<file path="src/sv/msp_pkg.sv">
`default_nettype none

package msp_pkg;

    // Port widths fixed by the interface
    localparam int VALUE_PORT_W = 16;
    localparam int INDEX_PORT_W = 3;
    localparam int MARK_W       = 2;
    localparam int DIM_CFG_W    = 4;

    // Configuration port
    localparam int APB_DATA_W = 32;
    localparam int APB_ADDR_W = 3;
    localparam int REG_IDX_W  = 1;

    localparam logic [REG_IDX_W-1:0] REG_ROW_COUNT    = 1'b0;
    localparam logic [REG_IDX_W-1:0] REG_COLUMN_COUNT = 1'b1;

    localparam logic [DIM_CFG_W-1:0] DIM_RESET = 4'd5;

    // Cell mark codes
    localparam logic [MARK_W-1:0] MARK_NONE   = 2'd0;
    localparam logic [MARK_W-1:0] MARK_ROW    = 2'd1;
    localparam logic [MARK_W-1:0] MARK_COL    = 2'd2;
    localparam logic [MARK_W-1:0] MARK_SADDLE = 2'd3;

    // Commands from the controller to the datapath
    typedef struct packed {
        logic load_en;        // write an accepted cell
        logic first_col_cell; // loaded cell sits in column zero
        logic first_row_cell; // loaded cell sits in row zero
        logic reduce_init;    // seed maximin and minimax
        logic reduce_en;      // fold one row/column into maximin and minimax
        logic row_ok;         // reduce index is a row in use
        logic col_ok;         // reduce index is a column in use
        logic rd_en;          // read the cell store
        logic out_load;       // move the read stage into the output register
        logic s1_last;        // read stage holds the final cell
    } msp_cmd_t;

endpackage

`default_nettype wire

</file>
<file path="src/sv/msp_ctrl.sv">
`default_nettype none

module msp_ctrl
    import msp_pkg::*;
#(
    parameter int MAX_DIM = 8
) (
    input  wire logic                              clk,
    input  wire logic                              rst_n,
    input  wire logic                              cfg_wr,
    input  wire logic [DIM_CFG_W-1:0]              row_count_cfg,
    input  wire logic [DIM_CFG_W-1:0]              column_count_cfg,
    input  wire logic                              cell_valid,
    output logic                                   cell_stall,
    input  wire logic                              result_stall,
    output logic                                   result_valid,
    output msp_cmd_t                               cmd,
    output logic [$clog2(MAX_DIM)-1:0]             row_sel,
    output logic [$clog2(MAX_DIM)-1:0]             col_sel,
    output logic [$clog2(MAX_DIM*MAX_DIM)-1:0]     mem_addr,
    output logic [$clog2(MAX_DIM)-1:0]             s1_row,
    output logic [$clog2(MAX_DIM)-1:0]             s1_col
);

    localparam int IDX_W  = $clog2(MAX_DIM);
    localparam int ADDR_W = $clog2(MAX_DIM * MAX_DIM);

    localparam logic [1:0] ST_LOAD   = 2'd0;
    localparam logic [1:0] ST_REDUCE = 2'd1;
    localparam logic [1:0] ST_EMIT   = 2'd2;

    logic [1:0]        state_reg, state_next;
    logic [IDX_W-1:0]  lr_reg, lc_reg;
    logic [ADDR_W-1:0] laddr_reg;
    logic [IDX_W-1:0]  idx_reg;
    logic [IDX_W-1:0]  er_reg, ec_reg;
    logic [ADDR_W-1:0] eaddr_reg;
    logic              emit_more_reg;
    logic              s1_valid_reg;
    logic [IDX_W-1:0]  s1_row_reg, s1_col_reg;
    logic              s1_last_reg;
    logic              out_valid_reg;

    logic [IDX_W-1:0]  rows_last, cols_last, red_last;
    logic              cell_accept, load_last, reduce_done;
    logic              advance, issue, emit_last;

    // Clamp the dimensions to 2..MAX_DIM and keep the last index
    function automatic logic [IDX_W-1:0] last_index(input logic [DIM_CFG_W-1:0] d);
        logic [DIM_CFG_W-1:0] t;
        if (d < DIM_CFG_W'(2))
            t = DIM_CFG_W'(2);
        else if (d > DIM_CFG_W'(MAX_DIM))
            t = DIM_CFG_W'(MAX_DIM);
        else
            t = d;
        return IDX_W'(t - DIM_CFG_W'(1));
    endfunction

    assign rows_last = last_index(row_count_cfg);
    assign cols_last = last_index(column_count_cfg);
    assign red_last  = (rows_last > cols_last) ? rows_last : cols_last;

    assign cell_accept = (state_reg == ST_LOAD) && cell_valid;
    assign load_last   = (lr_reg == rows_last) && (lc_reg == cols_last);
    assign reduce_done = (state_reg == ST_REDUCE) && (idx_reg == red_last);
    assign advance     = !out_valid_reg || !result_stall;
    assign issue       = (state_reg == ST_EMIT) && emit_more_reg && advance;
    assign emit_last   = (er_reg == rows_last) && (ec_reg == cols_last);

    assign cell_stall   = (state_reg != ST_LOAD);
    assign result_valid = out_valid_reg;

    // Next state
    always_comb
    begin
        state_next = state_reg;
        unique case (state_reg)
            ST_LOAD:
            begin
                if (cell_accept && load_last)
                    state_next = ST_REDUCE;
            end
            ST_REDUCE:
            begin
                if (reduce_done)
                    state_next = ST_EMIT;
            end
            ST_EMIT:
            begin
                if (!emit_more_reg && advance)
                    state_next = ST_LOAD;
            end
            default:
            begin
                state_next = ST_LOAD;
            end
        endcase
    end

    // Select the row/column entry and store address for the datapath
    always_comb
    begin
        unique case (state_reg)
            ST_REDUCE:
            begin
                row_sel = idx_reg;
                col_sel = idx_reg;
            end
            ST_EMIT:
            begin
                row_sel = s1_row_reg;
                col_sel = s1_col_reg;
            end
            default:
            begin
                row_sel = lr_reg;
                col_sel = lc_reg;
            end
        endcase
    end

    assign mem_addr = (state_reg == ST_EMIT) ? eaddr_reg : laddr_reg;
    assign s1_row   = s1_row_reg;
    assign s1_col   = s1_col_reg;

    always_comb
    begin
        cmd                = '0;
        cmd.load_en        = cell_accept;
        cmd.first_col_cell = (lc_reg == '0);
        cmd.first_row_cell = (lr_reg == '0);
        cmd.reduce_init    = cell_accept && load_last;
        cmd.reduce_en      = (state_reg == ST_REDUCE);
        cmd.row_ok         = (idx_reg <= rows_last);
        cmd.col_ok         = (idx_reg <= cols_last);
        cmd.rd_en          = issue;
        cmd.out_load       = advance && s1_valid_reg;
        cmd.s1_last        = s1_last_reg;
    end

    // State, counters and pipeline valids
    always_ff @(posedge clk or negedge rst_n)
    begin
        if (!rst_n)
        begin
            state_reg     <= ST_LOAD;
            lr_reg        <= '0;
            lc_reg        <= '0;
            laddr_reg     <= '0;
            idx_reg       <= '0;
            er_reg        <= '0;
            ec_reg        <= '0;
            eaddr_reg     <= '0;
            emit_more_reg <= 1'b0;
            s1_valid_reg  <= 1'b0;
            out_valid_reg <= 1'b0;
        end
        else
        begin
            state_reg <= state_next;

            // Advance the load position; a register write restarts the matrix
            if (cfg_wr)
            begin
                lr_reg    <= '0;
                lc_reg    <= '0;
                laddr_reg <= '0;
            end
            else if (cell_accept)
            begin
                if (load_last)
                begin
                    lr_reg    <= '0;
                    lc_reg    <= '0;
                    laddr_reg <= '0;
                end
                else
                begin
                    laddr_reg <= laddr_reg + ADDR_W'(1);
                    if (lc_reg == cols_last)
                    begin
                        lc_reg <= '0;
                        lr_reg <= lr_reg + IDX_W'(1);
                    end
                    else
                    begin
                        lc_reg <= lc_reg + IDX_W'(1);
                    end
                end
            end

            // Step through rows and columns for the reduction
            if (cell_accept && load_last)
                idx_reg <= '0;
            else if (state_reg == ST_REDUCE)
                idx_reg <= idx_reg + IDX_W'(1);

            // Walk the emit position
            if (reduce_done)
            begin
                er_reg        <= '0;
                ec_reg        <= '0;
                eaddr_reg     <= '0;
                emit_more_reg <= 1'b1;
            end
            else if (issue)
            begin
                eaddr_reg <= eaddr_reg + ADDR_W'(1);
                if (emit_last)
                    emit_more_reg <= 1'b0;
                if (ec_reg == cols_last)
                begin
                    ec_reg <= '0;
                    er_reg <= er_reg + IDX_W'(1);
                end
                else
                begin
                    ec_reg <= ec_reg + IDX_W'(1);
                end
            end

            if (advance)
            begin
                s1_valid_reg  <= issue;
                out_valid_reg <= s1_valid_reg;
            end
        end
    end

    // Read stage position, no reset needed
    always_ff @(posedge clk)
    begin
        if (advance)
        begin
            s1_row_reg  <= er_reg;
            s1_col_reg  <= ec_reg;
            s1_last_reg <= emit_last;
        end
    end

endmodule

`default_nettype wire

</file>
<file path="src/sv/msp_dpath.sv">
`default_nettype none

module msp_dpath
    import msp_pkg::*;
#(
    parameter int MAX_DIM    = 8,
    parameter int VALUE_BITS = 16
) (
    input  wire logic                                clk,
    input  wire msp_cmd_t                            cmd,
    input  wire logic [$clog2(MAX_DIM)-1:0]          row_sel,
    input  wire logic [$clog2(MAX_DIM)-1:0]          col_sel,
    input  wire logic [$clog2(MAX_DIM*MAX_DIM)-1:0]  mem_addr,
    input  wire logic [$clog2(MAX_DIM)-1:0]          s1_row,
    input  wire logic [$clog2(MAX_DIM)-1:0]          s1_col,
    input  wire logic signed [VALUE_PORT_W-1:0]      cell_value,
    output logic [INDEX_PORT_W-1:0]                  row_index,
    output logic [INDEX_PORT_W-1:0]                  column_index,
    output logic [MARK_W-1:0]                        cell_mark,
    output logic signed [VALUE_PORT_W-1:0]           reported_value,
    output logic signed [VALUE_PORT_W-1:0]           maximin_value,
    output logic signed [VALUE_PORT_W-1:0]           minimax_value,
    output logic                                     last_result
);

    localparam int IDX_W = $clog2(MAX_DIM);
    localparam int DEPTH = MAX_DIM * MAX_DIM;

    localparam logic signed [VALUE_BITS-1:0] LARGEST  = {1'b0, {(VALUE_BITS-1){1'b1}}};
    localparam logic signed [VALUE_BITS-1:0] SMALLEST = {1'b1, {(VALUE_BITS-1){1'b0}}};

    logic signed [VALUE_BITS-1:0] cell_v;
    logic signed [VALUE_BITS-1:0] mem [DEPTH];
    logic signed [VALUE_BITS-1:0] rd_data_reg;
    logic signed [VALUE_BITS-1:0] row_min_reg [MAX_DIM];
    logic signed [VALUE_BITS-1:0] col_max_reg [MAX_DIM];
    logic signed [VALUE_BITS-1:0] row_min_next, col_max_next;
    logic signed [VALUE_BITS-1:0] row_cur, col_cur;
    logic signed [VALUE_BITS-1:0] maximin_reg, minimax_reg;
    logic                         row_hit, col_hit;
    logic [MARK_W-1:0]            mark;

    logic [IDX_W-1:0]             out_row_reg, out_col_reg;
    logic [MARK_W-1:0]            out_mark_reg;
    logic signed [VALUE_BITS-1:0] out_value_reg, out_maximin_reg, out_minimax_reg;
    logic                         out_last_reg;

    // Take the low VALUE_BITS bits of the input, or zero-extend it when VALUE_BITS is wider
    generate
        if (VALUE_BITS < VALUE_PORT_W)
        begin : g_in_narrow
            assign cell_v = cell_value[VALUE_BITS-1:0];
        end
        else if (VALUE_BITS == VALUE_PORT_W)
        begin : g_in_equal
            assign cell_v = cell_value;
        end
        else
        begin : g_in_wide
            assign cell_v = {{(VALUE_BITS-VALUE_PORT_W){1'b0}}, cell_value};
        end
    endgenerate

    // Cell store
    always_ff @(posedge clk)
    begin
        if (cmd.load_en)
            mem[mem_addr] <= cell_v;
        if (cmd.rd_en)
            rd_data_reg <= mem[mem_addr];
    end

    assign row_cur = row_min_reg[row_sel];
    assign col_cur = col_max_reg[col_sel];

    // Row minimum and column maximum; the first cell of a row or column seeds it
    assign row_min_next = (cmd.first_col_cell || (cell_v < row_cur)) ? cell_v : row_cur;
    assign col_max_next = (cmd.first_row_cell || (cell_v > col_cur)) ? cell_v : col_cur;

    always_ff @(posedge clk)
    begin
        if (cmd.load_en)
        begin
            row_min_reg[row_sel] <= row_min_next;
            col_max_reg[col_sel] <= col_max_next;
        end
    end

    // Fold one row and one column per cycle into maximin and minimax
    always_ff @(posedge clk)
    begin
        if (cmd.reduce_init)
        begin
            maximin_reg <= SMALLEST;
            minimax_reg <= LARGEST;
        end
        else if (cmd.reduce_en)
        begin
            if (cmd.row_ok && (row_cur > maximin_reg))
                maximin_reg <= row_cur;
            if (cmd.col_ok && (col_cur < minimax_reg))
                minimax_reg <= col_cur;
        end
    end

    // Mark the cell in the read stage
    assign row_hit = (rd_data_reg == row_cur) && (row_cur == maximin_reg);
    assign col_hit = (rd_data_reg == col_cur) && (col_cur == minimax_reg);
    assign mark    = (row_hit ? MARK_ROW : MARK_NONE) | (col_hit ? MARK_COL : MARK_NONE);

    // Output register
    always_ff @(posedge clk)
    begin
        if (cmd.out_load)
        begin
            out_row_reg     <= s1_row;
            out_col_reg     <= s1_col;
            out_mark_reg    <= mark;
            out_value_reg   <= rd_data_reg;
            out_maximin_reg <= maximin_reg;
            out_minimax_reg <= minimax_reg;
            out_last_reg    <= cmd.s1_last;
        end
    end

    assign row_index    = INDEX_PORT_W'(out_row_reg);
    assign column_index = INDEX_PORT_W'(out_col_reg);
    assign cell_mark    = out_mark_reg;
    assign last_result  = out_last_reg;

    // Fit values to the port width
    generate
        if (VALUE_BITS < VALUE_PORT_W)
        begin : g_out_narrow
            localparam int EXT = VALUE_PORT_W - VALUE_BITS;
            assign reported_value = {{EXT{out_value_reg[VALUE_BITS-1]}}, out_value_reg};
            assign maximin_value  = {{EXT{out_maximin_reg[VALUE_BITS-1]}}, out_maximin_reg};
            assign minimax_value  = {{EXT{out_minimax_reg[VALUE_BITS-1]}}, out_minimax_reg};
        end
        else if (VALUE_BITS == VALUE_PORT_W)
        begin : g_out_equal
            assign reported_value = out_value_reg;
            assign maximin_value  = out_maximin_reg;
            assign minimax_value  = out_minimax_reg;
        end
        else
        begin : g_out_wide
            assign reported_value = out_value_reg[VALUE_PORT_W-1:0];
            assign maximin_value  = out_maximin_reg[VALUE_PORT_W-1:0];
            assign minimax_value  = out_minimax_reg[VALUE_PORT_W-1:0];
        end
    endgenerate

endmodule

`default_nettype wire

</file>
<file path="src/sv/matrix_saddle_point_marker.sv">
// Matrix saddle-point marker. Cells of a signed matrix of row_count x column_count
// entries (each clamped to 2..MAX_DIM) enter in row-major order on the cell channel,
// one per cycle while cell_stall is low; the final cell of the matrix starts a
// reduction over the rows and columns, one row minimum and one column maximum per
// cycle, after which one result per cell leaves in row-major order at one per cycle
// while result_stall is low, behind a registered read of the cell store. That store
// has one port, shared by loading and by the emit pass, so cell_stall stays high
// through the reduction and the emit pass. The next matrix may load while the final
// result still waits to be taken. Any register write restarts loading and drops a
// partial matrix; write the registers only while the block is idle.
`default_nettype none

module matrix_saddle_point_marker
    import msp_pkg::*;
#(
    parameter int MAX_DIM    = 8,
    parameter int VALUE_BITS = 16
) (
    input  wire logic                           clk,
    input  wire logic                           rst_n,
    input  wire logic                           psel,
    input  wire logic                           penable,
    input  wire logic                           pwrite,
    input  wire logic [APB_ADDR_W-1:0]          paddr,
    input  wire logic [APB_DATA_W-1:0]          pwdata,
    output logic [APB_DATA_W-1:0]               prdata,
    output logic                                pready,
    input  wire logic                           cell_valid,
    output logic                                cell_stall,
    input  wire logic signed [VALUE_PORT_W-1:0] cell_value,
    output logic                                result_valid,
    input  wire logic                           result_stall,
    output logic [INDEX_PORT_W-1:0]             row_index,
    output logic [INDEX_PORT_W-1:0]             column_index,
    output logic [MARK_W-1:0]                   cell_mark,
    output logic signed [VALUE_PORT_W-1:0]      reported_value,
    output logic signed [VALUE_PORT_W-1:0]      maximin_value,
    output logic signed [VALUE_PORT_W-1:0]      minimax_value,
    output logic                                last_result
);

    localparam int IDX_W  = $clog2(MAX_DIM);
    localparam int ADDR_W = $clog2(MAX_DIM * MAX_DIM);

    logic [DIM_CFG_W-1:0] row_count_reg, column_count_reg;
    logic [REG_IDX_W-1:0] reg_idx;
    logic                 cfg_wr;

    msp_cmd_t          cmd;
    logic [IDX_W-1:0]  row_sel, col_sel, s1_row, s1_col;
    logic [ADDR_W-1:0] mem_addr;

    // Configuration registers
    assign pready  = 1'b1;
    assign reg_idx = paddr[2];
    assign cfg_wr  = psel && penable && pwrite && pready;

    always_ff @(posedge clk or negedge rst_n)
    begin
        if (!rst_n)
        begin
            row_count_reg    <= DIM_RESET;
            column_count_reg <= DIM_RESET;
        end
        else if (cfg_wr)
        begin
            unique case (reg_idx)
                REG_ROW_COUNT:    row_count_reg    <= pwdata[DIM_CFG_W-1:0];
                REG_COLUMN_COUNT: column_count_reg <= pwdata[DIM_CFG_W-1:0];
                default:          row_count_reg    <= row_count_reg;
            endcase
        end
    end

    always_comb
    begin
        unique case (reg_idx)
            REG_ROW_COUNT:    prdata = APB_DATA_W'(row_count_reg);
            REG_COLUMN_COUNT: prdata = APB_DATA_W'(column_count_reg);
            default:          prdata = '0;
        endcase
    end

    msp_ctrl #(
        .MAX_DIM (MAX_DIM)
    ) u_ctrl (
        .clk              (clk),
        .rst_n            (rst_n),
        .cfg_wr           (cfg_wr),
        .row_count_cfg    (row_count_reg),
        .column_count_cfg (column_count_reg),
        .cell_valid       (cell_valid),
        .cell_stall       (cell_stall),
        .result_stall     (result_stall),
        .result_valid     (result_valid),
        .cmd              (cmd),
        .row_sel          (row_sel),
        .col_sel          (col_sel),
        .mem_addr         (mem_addr),
        .s1_row           (s1_row),
        .s1_col           (s1_col)
    );

    msp_dpath #(
        .MAX_DIM    (MAX_DIM),
        .VALUE_BITS (VALUE_BITS)
    ) u_dpath (
        .clk            (clk),
        .cmd            (cmd),
        .row_sel        (row_sel),
        .col_sel        (col_sel),
        .mem_addr       (mem_addr),
        .s1_row         (s1_row),
        .s1_col         (s1_col),
        .cell_value     (cell_value),
        .row_index      (row_index),
        .column_index   (column_index),
        .cell_mark      (cell_mark),
        .reported_value (reported_value),
        .maximin_value  (maximin_value),
        .minimax_value  (minimax_value),
        .last_result    (last_result)
    );

    // A cell transfer never shares the store port with an emit read
    a_port_shared: assert property (@(posedge clk) disable iff (!rst_n)
        cmd.load_en |-> !cmd.rd_en)
        else $error("cell store written and read in the same cycle");

    // Nothing follows the final result of a matrix right away
    a_last_drains: assert property (@(posedge clk) disable iff (!rst_n)
        (result_valid && !result_stall && last_result) |=> !result_valid)
        else $error("result follows the final cell of a matrix");

    // A saddle point equals both maximin and minimax
    a_saddle_value: assert property (@(posedge clk) disable iff (!rst_n)
        (result_valid && (cell_mark == MARK_SADDLE)) |->
            ((reported_value == maximin_value) && (reported_value == minimax_value)))
        else $error("saddle point value differs from maximin or minimax");

endmodule

`default_nettype wire

</file>
<file path="config.mk">
export PLATFORM = sky130hd
export DESIGN_NAME = matrix_saddle_point_marker
export DESIGN_NICKNAME = d
export VERILOG_FILES = /design/src/sv/msp_pkg.sv /design/src/sv/msp_ctrl.sv /design/src/sv/msp_dpath.sv /design/src/sv/matrix_saddle_point_marker.sv
export SDC_FILE = /design/constraint.sdc
export NUM_CORES = 2
export LEC_CHECK = 0
export BUFFER_PORTS_ARGS = -buffer_cell sky130_fd_sc_hd__buf_2
export CORE_ASPECT_RATIO = 1.1
export CORE_MARGIN = 4
export CORE_UTILIZATION = 30
export CTS_CLUSTER_SIZE = 8
export DETAILED_ROUTE_END_ITERATION = 10
export PLACE_DENSITY_LB_ADDON = 0.08
export RECOVER_POWER = 25
export SYNTH_ARGS = -nofsm -noshare
export SYNTH_HDL_FRONTEND = slang
export SYNTH_SLANG_ARGS = --single-unit
</file>
<file path="constraint.sdc">
create_clock -name clk -period 13.9 [get_ports clk]
set_clock_uncertainty 0.1 [all_clocks]
set_input_delay 2.78 -clock clk [delete_from_list [all_inputs] [get_ports clk]]
set_output_delay 2.78 -clock clk [all_outputs]
set_load 0.005 [all_outputs]
</file>
==> results.md <==
- Peak supply drop: 0.000160 V
- Final hold violation count: 0
- Post-synth ARST share: 2.79%
- TritonCTS clock tree: yes
- Post-synth top area cell: edfxtp_1
- Largest net degree at the start of global routing: 85
- First DRT Iteration DRCs: 2813
- Slowest stage delay, CP: 2.98 ns
- Worst-path clk slew: 0.05 ns
- Synth area leaders: edfxtp_1, a22oi_1, mux2i_1, ha_1, dfrtp_1
- Achievable Freq: 124 MHz
- Antenna Nets Post-Route: 0
- Least-Margin Pin Slew: 4.42 ns
- Later-pin clock latency in the skew report: 0.86 ns
- Most common cell on crit path: o21a_1
- Max H-tree Level: 4
- Relative slew slack: -194%
- Final Cell Area: 65900 um^2
- Row count: 166
- Tmin final: 8.05 ns
- Slew Limit Fails: 818
- Critical path class: input port to register
- Post-synth EDFFs: 1360
- Grt total ovfl: 0
- Setup_tns: 0 ns
- Failing checks: max-capacitance violations, max-slew violations
- Synthesis Warnings: 0
- WHS Endpoint: u_dpath.maximin_value[3]
- Cell variety after synth: 77
- CP Data Arrival Time: 8.52 ns
- Worst r2r path cells: 14
- Reg2reg setup slack: 7.71 ns
- Die area: 194000 um^2
- Power, Total: 16.2 mW
- CP endpoint kind: register
- Unrepaired setup endpoints after global routing: false
- I/O pin count: 150
- Via count: 32332
- Hold_sp: u_dpath.maximin_reg[3]
- Avg Inst Size Synth: 16.5 um^2
- Initial antenna violation count: 13
- Leakage power total: 21.4 nW
- CP cell instances: buf_2 -> clkbuf_1 -> ha_1 -> o21a_1 -> o21a_1 -> o211ai_1 -> a21boi_0 -> o31ai_1 -> a31oi_4 -> mux2i_1
- Synth Register Bits: 1432
- Post-CTS setup buffer count: 0
- RR Endpoint: u_dpath.row_min_reg[5][0]
- I/O Buffers: 90
- Layout cells sized above 1: 17.0%
- Die Wd: 421 um
- Area Growth Syn to Fin: 17.4%
- Critical Path Start Type: input port
- Most frequent cells after synthesis: edfxtp_1, a22oi_1, clkbuf_1, nor2_1, nand2_1
- GRT Overall Usage: 19.7%
- Seq/Total Area, Yosys: 75.6%
- CP Max Fanout: 68
- Max reg flops: 1024
- Sink Count: 1432
- Hold slack: 0.328 ns
- First-pass GRT wire length: 267 mm
- Worst Hold Depth: 0
- Total wire length: 194 mm
- Core ar.: 186000 um^2
- First-pass detailed-route iteration total: 7
- Count leader, synth: edfxtp_1
- Hold crit path type: register to register
- FF-to-FF Start: u_ctrl.state_reg[1]
- Pwr Density: 246 nW/um^2
- Net count reported at finish: 3811
- DR vias/cell: 5.25
- GPL Wtd Cong: 0.777
- Final period utilization: 57.9%
- CP max-delay cell: clkbuf_1
- Post-synth top flop: edfxtp_1
- Post-DR wirelength/cell: 31.4 um
- Root Driver: clkbuf_16
- Post_cts resized: 0
- Vert. Die Dim: 462 um
- Status: finished with violations
- Mapped Cells: 3398
- Longest Clk Path Bufs: 3
- Detail Placement HPWL: 116 mm
- Final setup vio count: 0
- Top cell type's share of synthesized area: 72.7%
- Residual DRC: 0
- Synth Cell Area: 56200 um^2
- Critical Path RT: 14.37 ns
- Placed Instance Area: 60500 um^2
- Vias in the first global route: 32131
- Max-cap viol count: 18
- Initial core utilization: 30.2%
- CTS buffer count: 197
- CTS Hold Bufs: 0
-- cell type report --
cell class / count / area (um^2)
Tap cell: 2436 / 3050
Inverter: 91 / 342
Sequential cell: 1432 / 42500
Antenna cell: 4 / 10.0
Clock buffer: 238 / 5110
Fill cell: 17585 / 120000
Timing Repair Buffer: 259 / 1680
Clock inverter: 15 / 402
Multi-Input combinational cell: 1685 / 12900
-- through the flow --
step,utilization [%],setup slack [ns],std cells
2_1_floorplan,-,7.68,3425
3_3_place_gp,32.5,7.42,5903
3_5_place_dp,32.5,7.44,5903
4_1_cts,35.5,7.61,6156
5_1_grt,35.4,5.52,6156
6_report,35.4,5.85,6160
-- report_power, final --
| group | switching (mW) | internal, mW | leakage [nW] |
|---|---|---|---|
| clock network | 1.83 | 2.56 | 2.65 |
| logic | 4.26 | 1.93 | 5.70 |
| registers | 0.150 | 5.49 | 13.1 |
-- placed cells by master, fill, tap and decap left out, drive strengths merged, types with 40 or more instances in the layout --
master,n
a41oi,58
nor2,136
a221oi,40
ha,87
buf,230
nor3,41
inv,92
clkbuf,267
a31oi,53
a22oi,386
o21ai,50
edfxtp,1360
nand2,125
mux2i,113
a22o,40
mux2,49
a21oi,112
-- how the worst max path moves through the flow --
stage / startpoint / end / slack (ns) / cells past startpoint
2_1_floorplan: paddr[2] / prdata[0] / 7.68 / 2
3_3_place_gp: cell_value[12] / u_dpath.col_max_reg[2][15] / 7.42 / 10
3_5_place_dp: cell_value[12] / u_dpath.col_max_reg[0][0] / 7.44 / 10
4_1_cts: paddr[2] / prdata[3] / 7.61 / 3
5_1_grt: cell_value[2] / u_dpath.col_max_reg[0][15] / 5.52 / 10
6_report: cell_value[2] / u_dpath.col_max_reg[4][0] / 5.85 / 10
-- worst max-delay path: cells and delay by family --
| kind | cells | cell delay (ns) |
|---|---|---|
| buffers and inverters | 2 | 3.06 |
| AO/OA/AOI/OAI | 6 | 1.28 |
| adder cells (fa/ha/maj) | 1 | 0.65 |
| multiplexers | 1 | 0.58 |
-- logic make-up after synthesis --
| group | after synthesis | share of synthesized area [%] |
|---|---|---|
| AOI/OAI and AO/OA | 885 | 11.5 |
| xor gates and xnor gates | 59 | 0.944 |
| adders and majority gates | 87 | 1.94 |
| buffers and inverters | 308 | 2.36 |
| DFF | 1432 | 75.6 |
| muxes | 184 | 3.93 |
| other | 2 | 0.0134 |
| and+or+nand+nor | 441 | 3.67 |
-- layer usage --
metal | vias to the layer above | GRT usage [%] | share of wire, % | wire (um)
li1 | 14174 | - | - | -
met1 | 16900 | 26.2 | 43 | 83500
met2 | 983 | 32.2 | 48 | 92600
met3 | 273 | 3.53 | 5.3 | 10200
met4 | 2 | 7.34 | 3.8 | 7280
met5 | - | 0.299 | 0.042 | 82
Power figures use the tool's default switching activity.
